==> src/hw/rtl/rdde_pkg.sv <==
package rdde_pkg;

  localparam int unsigned NumDigits = 5;
  localparam int unsigned DigIdxW   = 3;
  localparam int unsigned NumW      = 16;
  localparam int unsigned StepW     = 17;
  localparam int unsigned QDepth    = 2;
  localparam int unsigned QPtrW     = 1;
  localparam int unsigned QCntW     = 2;
  localparam int unsigned CfgIdxW   = 1;
  localparam int unsigned CfgDataW  = 8;

  localparam logic [DigIdxW-1:0] LastDigIdx = DigIdxW'(NumDigits - 1);

  localparam logic [CfgIdxW-1:0] CfgGenMode     = 1'b0;
  localparam logic [CfgIdxW-1:0] CfgTriggerCode = 1'b1;

  localparam logic [7:0]      TriggerReset = 8'h23;
  localparam logic [NumW-1:0] XsReset      = 16'd1;

  typedef enum logic [1:0] {
    ModeCount = 2'd0,
    ModeTimer = 2'd1,
    ModeAdc   = 2'd2,
    ModeXor   = 2'd3
  } mode_e;

  typedef struct packed {
    logic full;
    logic empty;
  } q_stat_t;

  // j times the decimal weight of digit position k, most significant first
  function automatic logic [StepW-1:0] digit_step(logic [DigIdxW-1:0] k, int unsigned j);
    logic [StepW-1:0] r;
    case (k)
      3'd0:    r = StepW'(10000 * j);
      3'd1:    r = StepW'(1000 * j);
      3'd2:    r = StepW'(100 * j);
      3'd3:    r = StepW'(10 * j);
      default: r = StepW'(j);
    endcase
    return r;
  endfunction

endpackage

==> src/hw/rtl/random_decimal_digit_emitter.sv <==
// Takes one received byte per cycle with its entropy sample while the queue
// has room. A byte equal to the trigger code forms a 16-bit number (count,
// timer, ADC x64 or xorshift16, by mode) and queues it; the digit unit then
// gives it out as five decimal digits, most significant first, one per cycle
// while out_ready_i takes them, last_digit_o marking the fifth. Other bytes
// only advance the event counter and give nothing. The digit unit works one
// decimal place at a time; the two-entry queue lets up to two further
// triggers be taken meanwhile, and any byte is taken whenever the queue has
// room. The first digit is registered in dig_q as the item is popped.
module random_decimal_digit_emitter (
  input  logic                          clk_i,
  input  logic                          rst_ni,
  input  logic                          in_valid_i,
  output logic                          in_ready_o,
  input  logic [7:0]                    rx_byte_i,
  input  logic [15:0]                   entropy_sample_i,
  output logic                          out_valid_o,
  input  logic                          out_ready_i,
  output logic [3:0]                    digit_o,
  output logic                          last_digit_o,
  input  logic                          cfg_valid_i,
  output logic                          cfg_ready_o,
  input  logic [rdde_pkg::CfgIdxW-1:0]  cfg_index_i,
  input  logic [rdde_pkg::CfgDataW-1:0] cfg_data_i
);
  import rdde_pkg::*;

  q_stat_t         q_stat;
  logic            push, pop;
  logic [NumW-1:0] push_data, head;

  rdde_front u_front (
    .clk_i            (clk_i),
    .rst_ni           (rst_ni),
    .in_valid_i       (in_valid_i),
    .in_ready_o       (in_ready_o),
    .rx_byte_i        (rx_byte_i),
    .entropy_sample_i (entropy_sample_i),
    .cfg_valid_i      (cfg_valid_i),
    .cfg_ready_o      (cfg_ready_o),
    .cfg_index_i      (cfg_index_i),
    .cfg_data_i       (cfg_data_i),
    .q_stat_i         (q_stat),
    .push_o           (push),
    .push_data_o      (push_data)
  );

  rdde_fifo u_fifo (
    .clk_i       (clk_i),
    .rst_ni      (rst_ni),
    .push_i      (push),
    .push_data_i (push_data),
    .pop_i       (pop),
    .head_o      (head),
    .stat_o      (q_stat)
  );

  rdde_back u_back (
    .clk_i        (clk_i),
    .rst_ni       (rst_ni),
    .q_stat_i     (q_stat),
    .head_i       (head),
    .pop_o        (pop),
    .out_valid_o  (out_valid_o),
    .out_ready_i  (out_ready_i),
    .digit_o      (digit_o),
    .last_digit_o (last_digit_o)
  );

  assert property (@(posedge clk_i) disable iff (!rst_ni) out_valid_o |-> digit_o <= 4'd9)
    else $error("digit out of range");

  assert property (@(posedge clk_i) disable iff (!rst_ni) !(push && q_stat.full))
    else $error("push into full queue");

  assert property (@(posedge clk_i) disable iff (!rst_ni) !(pop && q_stat.empty))
    else $error("pop from empty queue");

  assert property (@(posedge clk_i) disable iff (!rst_ni)
    (out_valid_o && out_ready_i && last_digit_o && q_stat.empty && !push) |=> !out_valid_o)
    else $error("digit given without a queued number");

endmodule

==> src/hw/rtl/rdde_fifo.sv <==
module rdde_fifo (
  input  logic                      clk_i,
  input  logic                      rst_ni,
  input  logic                      push_i,
  input  logic [rdde_pkg::NumW-1:0] push_data_i,
  input  logic                      pop_i,
  output logic [rdde_pkg::NumW-1:0] head_o,
  output rdde_pkg::q_stat_t         stat_o
);
  import rdde_pkg::*;

  logic [NumW-1:0]  mem_q [QDepth];
  logic [QPtrW-1:0] wr_ptr_q, wr_ptr_d;
  logic [QPtrW-1:0] rd_ptr_q, rd_ptr_d;
  logic [QCntW-1:0] cnt_q, cnt_d;

  assign stat_o.full  = (cnt_q == QCntW'(QDepth));
  assign stat_o.empty = (cnt_q == '0);
  assign head_o       = mem_q[rd_ptr_q];

  always_comb begin
    wr_ptr_d = wr_ptr_q;
    rd_ptr_d = rd_ptr_q;
    cnt_d    = cnt_q;
    if (push_i) begin
      wr_ptr_d = wr_ptr_q + 1'b1;
    end
    if (pop_i) begin
      rd_ptr_d = rd_ptr_q + 1'b1;
    end
    if (push_i && !pop_i) begin
      cnt_d = cnt_q + 1'b1;
    end else if (pop_i && !push_i) begin
      cnt_d = cnt_q - 1'b1;
    end
  end

  always_ff @(posedge clk_i or negedge rst_ni) begin
    if (!rst_ni) begin
      wr_ptr_q <= '0;
      rd_ptr_q <= '0;
      cnt_q    <= '0;
    end else begin
      wr_ptr_q <= wr_ptr_d;
      rd_ptr_q <= rd_ptr_d;
      cnt_q    <= cnt_d;
    end
  end

  always_ff @(posedge clk_i) begin
    if (push_i) begin
      mem_q[wr_ptr_q] <= push_data_i;
    end
  end

endmodule

==> src/hw/rtl/rdde_front.sv <==
module rdde_front (
  input  logic                          clk_i,
  input  logic                          rst_ni,
  input  logic                          in_valid_i,
  output logic                          in_ready_o,
  input  logic [7:0]                    rx_byte_i,
  input  logic [15:0]                   entropy_sample_i,
  input  logic                          cfg_valid_i,
  output logic                          cfg_ready_o,
  input  logic [rdde_pkg::CfgIdxW-1:0]  cfg_index_i,
  input  logic [rdde_pkg::CfgDataW-1:0] cfg_data_i,
  input  rdde_pkg::q_stat_t             q_stat_i,
  output logic                          push_o,
  output logic [rdde_pkg::NumW-1:0]     push_data_o
);
  import rdde_pkg::*;

  mode_e           mode_q, mode_d;
  logic [7:0]      trig_q, trig_d;
  logic [NumW-1:0] xs_q, xs_d;
  logic [NumW-1:0] ctr_q, ctr_d;

  logic            accept, is_trig;
  logic [NumW-1:0] xs1, xs2, xs3, number;
  logic [5:0]      nib_sum;
  logic [4:0]      fold;
  logic [2:0]      mod5;
  logic [3:0]      last_dig;

  assign in_ready_o  = !q_stat_i.full;
  assign cfg_ready_o = 1'b1;
  assign accept      = in_valid_i && in_ready_o;
  assign is_trig     = (rx_byte_i == trig_q);

  assign xs1 = xs_q ^ (xs_q << 7);
  assign xs2 = xs1 ^ (xs1 >> 9);
  assign xs3 = xs2 ^ (xs2 << 8);

  always_comb begin
    case (mode_q)
      ModeCount: number = ctr_q + 1'b1;
      ModeTimer: number = entropy_sample_i;
      ModeAdc:   number = {entropy_sample_i[9:0], 6'd0};
      default:   number = xs3;
    endcase
  end

  // least significant decimal digit: residue mod 5 from nibble sum, parity from bit 0
  always_comb begin
    nib_sum = 6'(number[3:0]) + 6'(number[7:4]) + 6'(number[11:8]) + 6'(number[15:12]);
    fold    = 5'(nib_sum[5:4]) + 5'(nib_sum[3:0]);
    if (fold >= 5'd15) begin
      mod5 = 3'(fold - 5'd15);
    end else if (fold >= 5'd10) begin
      mod5 = 3'(fold - 5'd10);
    end else if (fold >= 5'd5) begin
      mod5 = 3'(fold - 5'd5);
    end else begin
      mod5 = 3'(fold);
    end
    if (mod5[0] == number[0]) begin
      last_dig = {1'b0, mod5};
    end else begin
      last_dig = {1'b0, mod5} + 4'd5;
    end
  end

  assign push_o      = accept && is_trig;
  assign push_data_o = number;

  always_comb begin
    mode_d = mode_q;
    trig_d = trig_q;
    xs_d   = xs_q;
    ctr_d  = ctr_q;
    if (cfg_valid_i && cfg_ready_o) begin
      case (cfg_index_i)
        CfgGenMode:     mode_d = mode_e'(cfg_data_i[1:0]);
        CfgTriggerCode: trig_d = cfg_data_i;
        default:        ;
      endcase
    end
    if (accept) begin
      if (is_trig) begin
        ctr_d = NumW'(last_dig) + 1'b1;
        if (mode_q == ModeXor) begin
          xs_d = xs3;
        end
      end else begin
        ctr_d = ctr_q + 1'b1;
      end
    end
  end

  always_ff @(posedge clk_i or negedge rst_ni) begin
    if (!rst_ni) begin
      mode_q <= ModeXor;
      trig_q <= TriggerReset;
      xs_q   <= XsReset;
      ctr_q  <= '0;
    end else begin
      mode_q <= mode_d;
      trig_q <= trig_d;
      xs_q   <= xs_d;
      ctr_q  <= ctr_d;
    end
  end

endmodule

==> src/hw/rtl/rdde_back.sv <==
module rdde_back (
  input  logic                      clk_i,
  input  logic                      rst_ni,
  input  rdde_pkg::q_stat_t         q_stat_i,
  input  logic [rdde_pkg::NumW-1:0] head_i,
  output logic                      pop_o,
  output logic                      out_valid_o,
  input  logic                      out_ready_i,
  output logic [3:0]                digit_o,
  output logic                      last_digit_o
);
  import rdde_pkg::*;

  logic               busy_q, busy_d;
  logic [DigIdxW-1:0] idx_q, idx_d;
  logic [NumW-1:0]    rest_q, rest_d;
  logic               oval_q, oval_d;
  logic [3:0]         dig_q, dig_d;
  logic               last_q, last_d;

  logic               advance;
  logic [DigIdxW-1:0] idx;
  logic [NumW-1:0]    src;
  logic [StepW-1:0]   sub;
  logic [3:0]         dig;

  assign idx     = busy_q ? idx_q : '0;
  assign src     = busy_q ? rest_q : head_i;
  assign advance = (busy_q || !q_stat_i.empty) && (!oval_q || out_ready_i);
  assign pop_o   = advance && !busy_q;

  always_comb begin
    sub = '0;
    dig = '0;
    for (int unsigned j = 1; j < 10; j++) begin
      if (StepW'(src) >= digit_step(idx, j)) begin
        sub = digit_step(idx, j);
        dig = 4'(j);
      end
    end
  end

  always_comb begin
    busy_d = busy_q;
    idx_d  = idx_q;
    rest_d = rest_q;
    oval_d = oval_q;
    dig_d  = dig_q;
    last_d = last_q;
    if (oval_q && out_ready_i) begin
      oval_d = 1'b0;
    end
    if (advance) begin
      oval_d = 1'b1;
      dig_d  = dig;
      last_d = (idx == LastDigIdx);
      rest_d = NumW'(StepW'(src) - sub);
      idx_d  = idx + 1'b1;
      busy_d = (idx != LastDigIdx);
    end
  end

  always_ff @(posedge clk_i or negedge rst_ni) begin
    if (!rst_ni) begin
      busy_q <= 1'b0;
      idx_q  <= '0;
      oval_q <= 1'b0;
    end else begin
      busy_q <= busy_d;
      idx_q  <= idx_d;
      oval_q <= oval_d;
    end
  end

  always_ff @(posedge clk_i) begin
    rest_q <= rest_d;
    dig_q  <= dig_d;
    last_q <= last_d;
  end

  assign out_valid_o  = oval_q;
  assign digit_o      = dig_q;
  assign last_digit_o = last_q;

endmodule
==> config.mk <==
export PLATFORM = sky130hd
export DESIGN_NAME = random_decimal_digit_emitter
export DESIGN_NICKNAME = d
export VERILOG_FILES = /design/src/hw/rtl/rdde_pkg.sv /design/src/hw/rtl/random_decimal_digit_emitter.sv /design/src/hw/rtl/rdde_fifo.sv /design/src/hw/rtl/rdde_front.sv /design/src/hw/rtl/rdde_back.sv
export SDC_FILE = /design/constraint.sdc
export NUM_CORES = 1
export LEC_CHECK = 0
export BUFFER_PORTS_ARGS = -buffer_cell sky130_fd_sc_hd__buf_2
export CAP_MARGIN = 20
export CORE_MARGIN = 3
export CORE_UTILIZATION = 40
export CTS_BUF_LIST = sky130_fd_sc_hd__clkbuf_8
export DETAILED_ROUTE_END_ITERATION = 10
export PLACE_DENSITY_LB_ADDON = 0.2
export SYNTH_ARGS = -nofsm -noshare
export SYNTH_HDL_FRONTEND = slang
export SYNTH_SLANG_ARGS = --single-unit
==> constraint.sdc <==
create_clock -name clk_i -period 9.5 [get_ports clk_i]
set_input_delay 1.9 -clock clk_i [delete_from_list [all_inputs] [get_ports clk_i]]
set_output_delay 1.9 -clock clk_i [all_outputs]
set_load 0.005 [all_outputs]
==> impl_metrics.yaml <==
setup_path:
  critPathCapture: "u_front.ctr_q[3]"
  timing_worst_setup_path_type: "in2reg"
  worstReg2RegStart: "u_front.ctr_q[0]"
  crit_fanout: 12
  worstSetupEndpointType: "register"
  rr_endpoint: "u_front.ctr_q[3]"
  worstSetupStartpointType: "primary input"
  crit_required_ns: 9.78
  r2r_slack_ns: 1.71
  cp.arrival_ns: 8.08
  r2r_cells: 30
  cp-startpoint: "entropy_sample_i[0]"
logic_synthesis:
  synthFlopType: "edfxtp_1"
  syn_inst: 1061
  synthTopCellsByCount: "ha_1 (114), nand2_1 (91), nor2_1 (74)"
  ys_warn_count: 0
  async_flop_share_pct: 49.0
  synth_seq_area_share_pct: 29.4
  synth_edf_count: 53
  synthesis.nets: 1221
  yosysTopAreaCell: "edfxtp_1"
  yosys-top-cells-area: "edfxtp_1 (16%), ha_1 (15%), dfrtp_1 (12%)"
  netlist.area_leader.share_pct: 16.3
  netlist_area_sq_um: 9790
  avgSynthCellArea_sq_um: 9.22
  synth_most_common_cell: "ha_1"
  synth-seq-cells: 104
  yosysUniqueCellTypes: 90
grt:
  grt_max_degree: 52
  gr-total-overflow: 0
  met3_usage_pct: 2.31
  grt_pass1_vias: 8083
  grt_pass1_wl_microns: 43700
  grt_util_met2_pct: 34.9
  grt-busiest-layer: "met2"
  grtUsageTotal_pct: 20.8
  met1_usage_pct: 27.9
  antenna_found_initial: 0
clock_network:
  postCtsSetupRepairBufs: 0
  clk_latency_ns: 0.40
  cts-resized-gates: 0
  cts_tree: "built"
  cts_hold_buf: 0
  cts_buffer_depth: 2
  cts_root_buf: "clkbuf_8"
  path_clk_slew_ns: 0.14
  clock-sinks: 104
  htree_levels: 3
  cts_inserted_buffers: 9
floorplanning:
  start_util_pct: 41.2
  core_area_sq_um: 23800
  io_pins: 46
  core.rowCount: 56
  dieArea_sq_um: 26400
  die_w_microns: 162
  die_h_microns: 162
layout:
  syn_to_final_growth_pct: 8.87
  drive_gt1_share_pct: 12.4
  final_core_util_pct: 44.9
  num-fill-cells: 2293
  antenna_cells_inserted: 0
  final_nets: 1268
route:
  firstDrtPassIters: 5
  avgViaCountPerCell: 5.88
  drtIter0Drc: 631
  vias: 8424
  ant_nets: 0
  wirelength_microns: 27600
  drcViolationCount: 0
  wire_per_inst_microns: 19.3
timing:
  finalMaxSlewViolations: 0
  finalSetupTns_ns: 0
  hold_viol: 0
  slew-limit-headroom_pct: 46.2
  timing.hold.ws_ns: 0.498
  rsz0062_at_grt: "false"
  setup_viol: 0
  skew_ns: 0.0307
  fmax_mhz: 128
  fin_crit_ns: 7.79
  tightest_slew_ns: 0.804
  fin_crit_sh_pct: 82.0
run:
  cap_violations: 0
placed_design:
  portBuffers: 44
  hpwl_microns: 21100
  gp_congestion: 0.946
min_path:
  hp-class: "reg2reg"
status:
  status: "complete, no violations"
==> final cells by class <==
class,instances,area (sq um),share of cell area [%]
well taps,319,399,3.75
clock buffers,9,124,1.16
clock inverters,7,96.3,0.904
repair buffers,72,430,4.04
multi-input cells,864,6520,61.2
inverters,57,214,2.01
flip-flops and latches,104,2880,27.0
==> critical path, cell delays in order <==
cell and delay, ns:
buf_2 0.10, a21oi_1 0.13, o22ai_1 0.09, buf_4 0.21
ha_1 0.24, fa_1 0.40, xnor2_1 0.15, fa_1 0.54
inv_1 0.06, ha_1 0.28, a21o_1 0.15, a21oi_1 0.17
xnor2_1 0.09, ha_1 0.23, fa_1 0.46, xnor2_1 0.31
inv_1 0.18, ha_1 0.23, o21ai_0 0.09, o21ai_0 0.20
a311o_1 0.36, a31oi_2 0.41, inv_1 0.09, ha_1 0.32
mux2_2 0.23, o22ai_1 0.09, a221o_1 0.37
==> logic make-up (layout without fill, tap and decap cells) <==
kind of cell | after synthesis | count (layout) | share of synthesized area, %
simple gates | 300 | 300 | 14.7
compound gates | 298 | 298 | 20.7
fa+ha+maj | 123 | 123 | 16.3
flops | 104 | 104 | 29.4
mux | 49 | 49 | 6.42
xor+xnor | 93 | 93 | 8.32
buf+inv | 93 | 145 | 4.07
other cells | 1 | 1 | 0.0383
==> stage by stage <==
| stage | area (sq um) | cells | setup slack, ns |
|---|---|---|---|
| 2_1_floorplan | 9790 | 1061 | 1.87 |
| 3_3_place_gp | 10400 | 1416 | 1.47 |
| 3_5_place_dp | 10400 | 1416 | 1.28 |
| 4_1_cts | 10700 | 1432 | 1.66 |
| 5_1_grt | 10700 | 1432 | 1.13 |
| 6_report | 10700 | 1432 | 1.71 |
==> routing by layer <==
layer | routed length, microns | share of wire, % | up-vias
li1 | - | - | 4012
met1 | 12100 | 44 | 4037
met2 | 13100 | 48 | 309
met3 | 1580 | 5.7 | 66
met4 | 861 | 3.1 | 0
met5 | 0 | 0 | -
==> placed cells by master (no fill, tap or decap), types with 8 or more instances in the layout <==
master,synthesis,layout
a211oi_1,13,13
a21o_1,28,28
a21oi_1,63,63
a31oi_1,13,13
and2_1,10,10
and3_1,20,20
buf_2,6,44
buf_4,3,28
clkbuf_8,0,9
dfrtp_1,45,45
edfxtp_1,53,53
fa_1,8,8
ha_1,114,114
inv_1,55,55
mux2_2,14,14
mux2i_1,23,23
mux4_2,8,8
nand2_1,91,91
nand2b_1,10,10
nand3_1,20,20
nand4_1,19,19
nor2_1,74,73
nor2b_1,15,15
nor3_1,17,17
o211ai_1,10,10
o21a_1,19,19
o21ai_0,60,60
o21ai_1,10,10
o22ai_1,11,11
o31ai_1,8,8
xnor2_1,63,63
xor2_1,30,30
==> how the worst min path moves through the flow <==
stage                            end              from  cells past startpoint
floorplan            u_fifo.wr_ptr_q   u_fifo.wr_ptr_q                      1
global placement     u_fifo.wr_ptr_q   u_fifo.wr_ptr_q                      1
detailed placement  u_front.xs_q[14]  u_front.xs_q[14]                      1
CTS                 u_front.xs_q[14]  u_front.xs_q[14]                      1
global route        u_front.xs_q[15]  u_front.xs_q[15]                      1
finish              u_front.xs_q[14]  u_front.xs_q[14]                      1
==> state kept, by name, indices dropped and copies added (netlist names) <==
name,cells
u_back.rest_q,16
u_fifo.wr_ptr_q,1
u_back.idx_q,3
u_fifo.mem_q,32
u_front.trig_q,8
u_back.out_valid_o,1
u_front.mode_q,2
u_front.xs_q,16
u_back.digit_o,4
u_back.last_digit_o,1
u_fifo.rd_ptr_q,1
u_back.busy_q,1
u_fifo.cnt_q,2
u_front.ctr_q,16
Power is not shown: default switching activity piles up to over one toggle a cycle in this logic, so the estimate is an artifact.
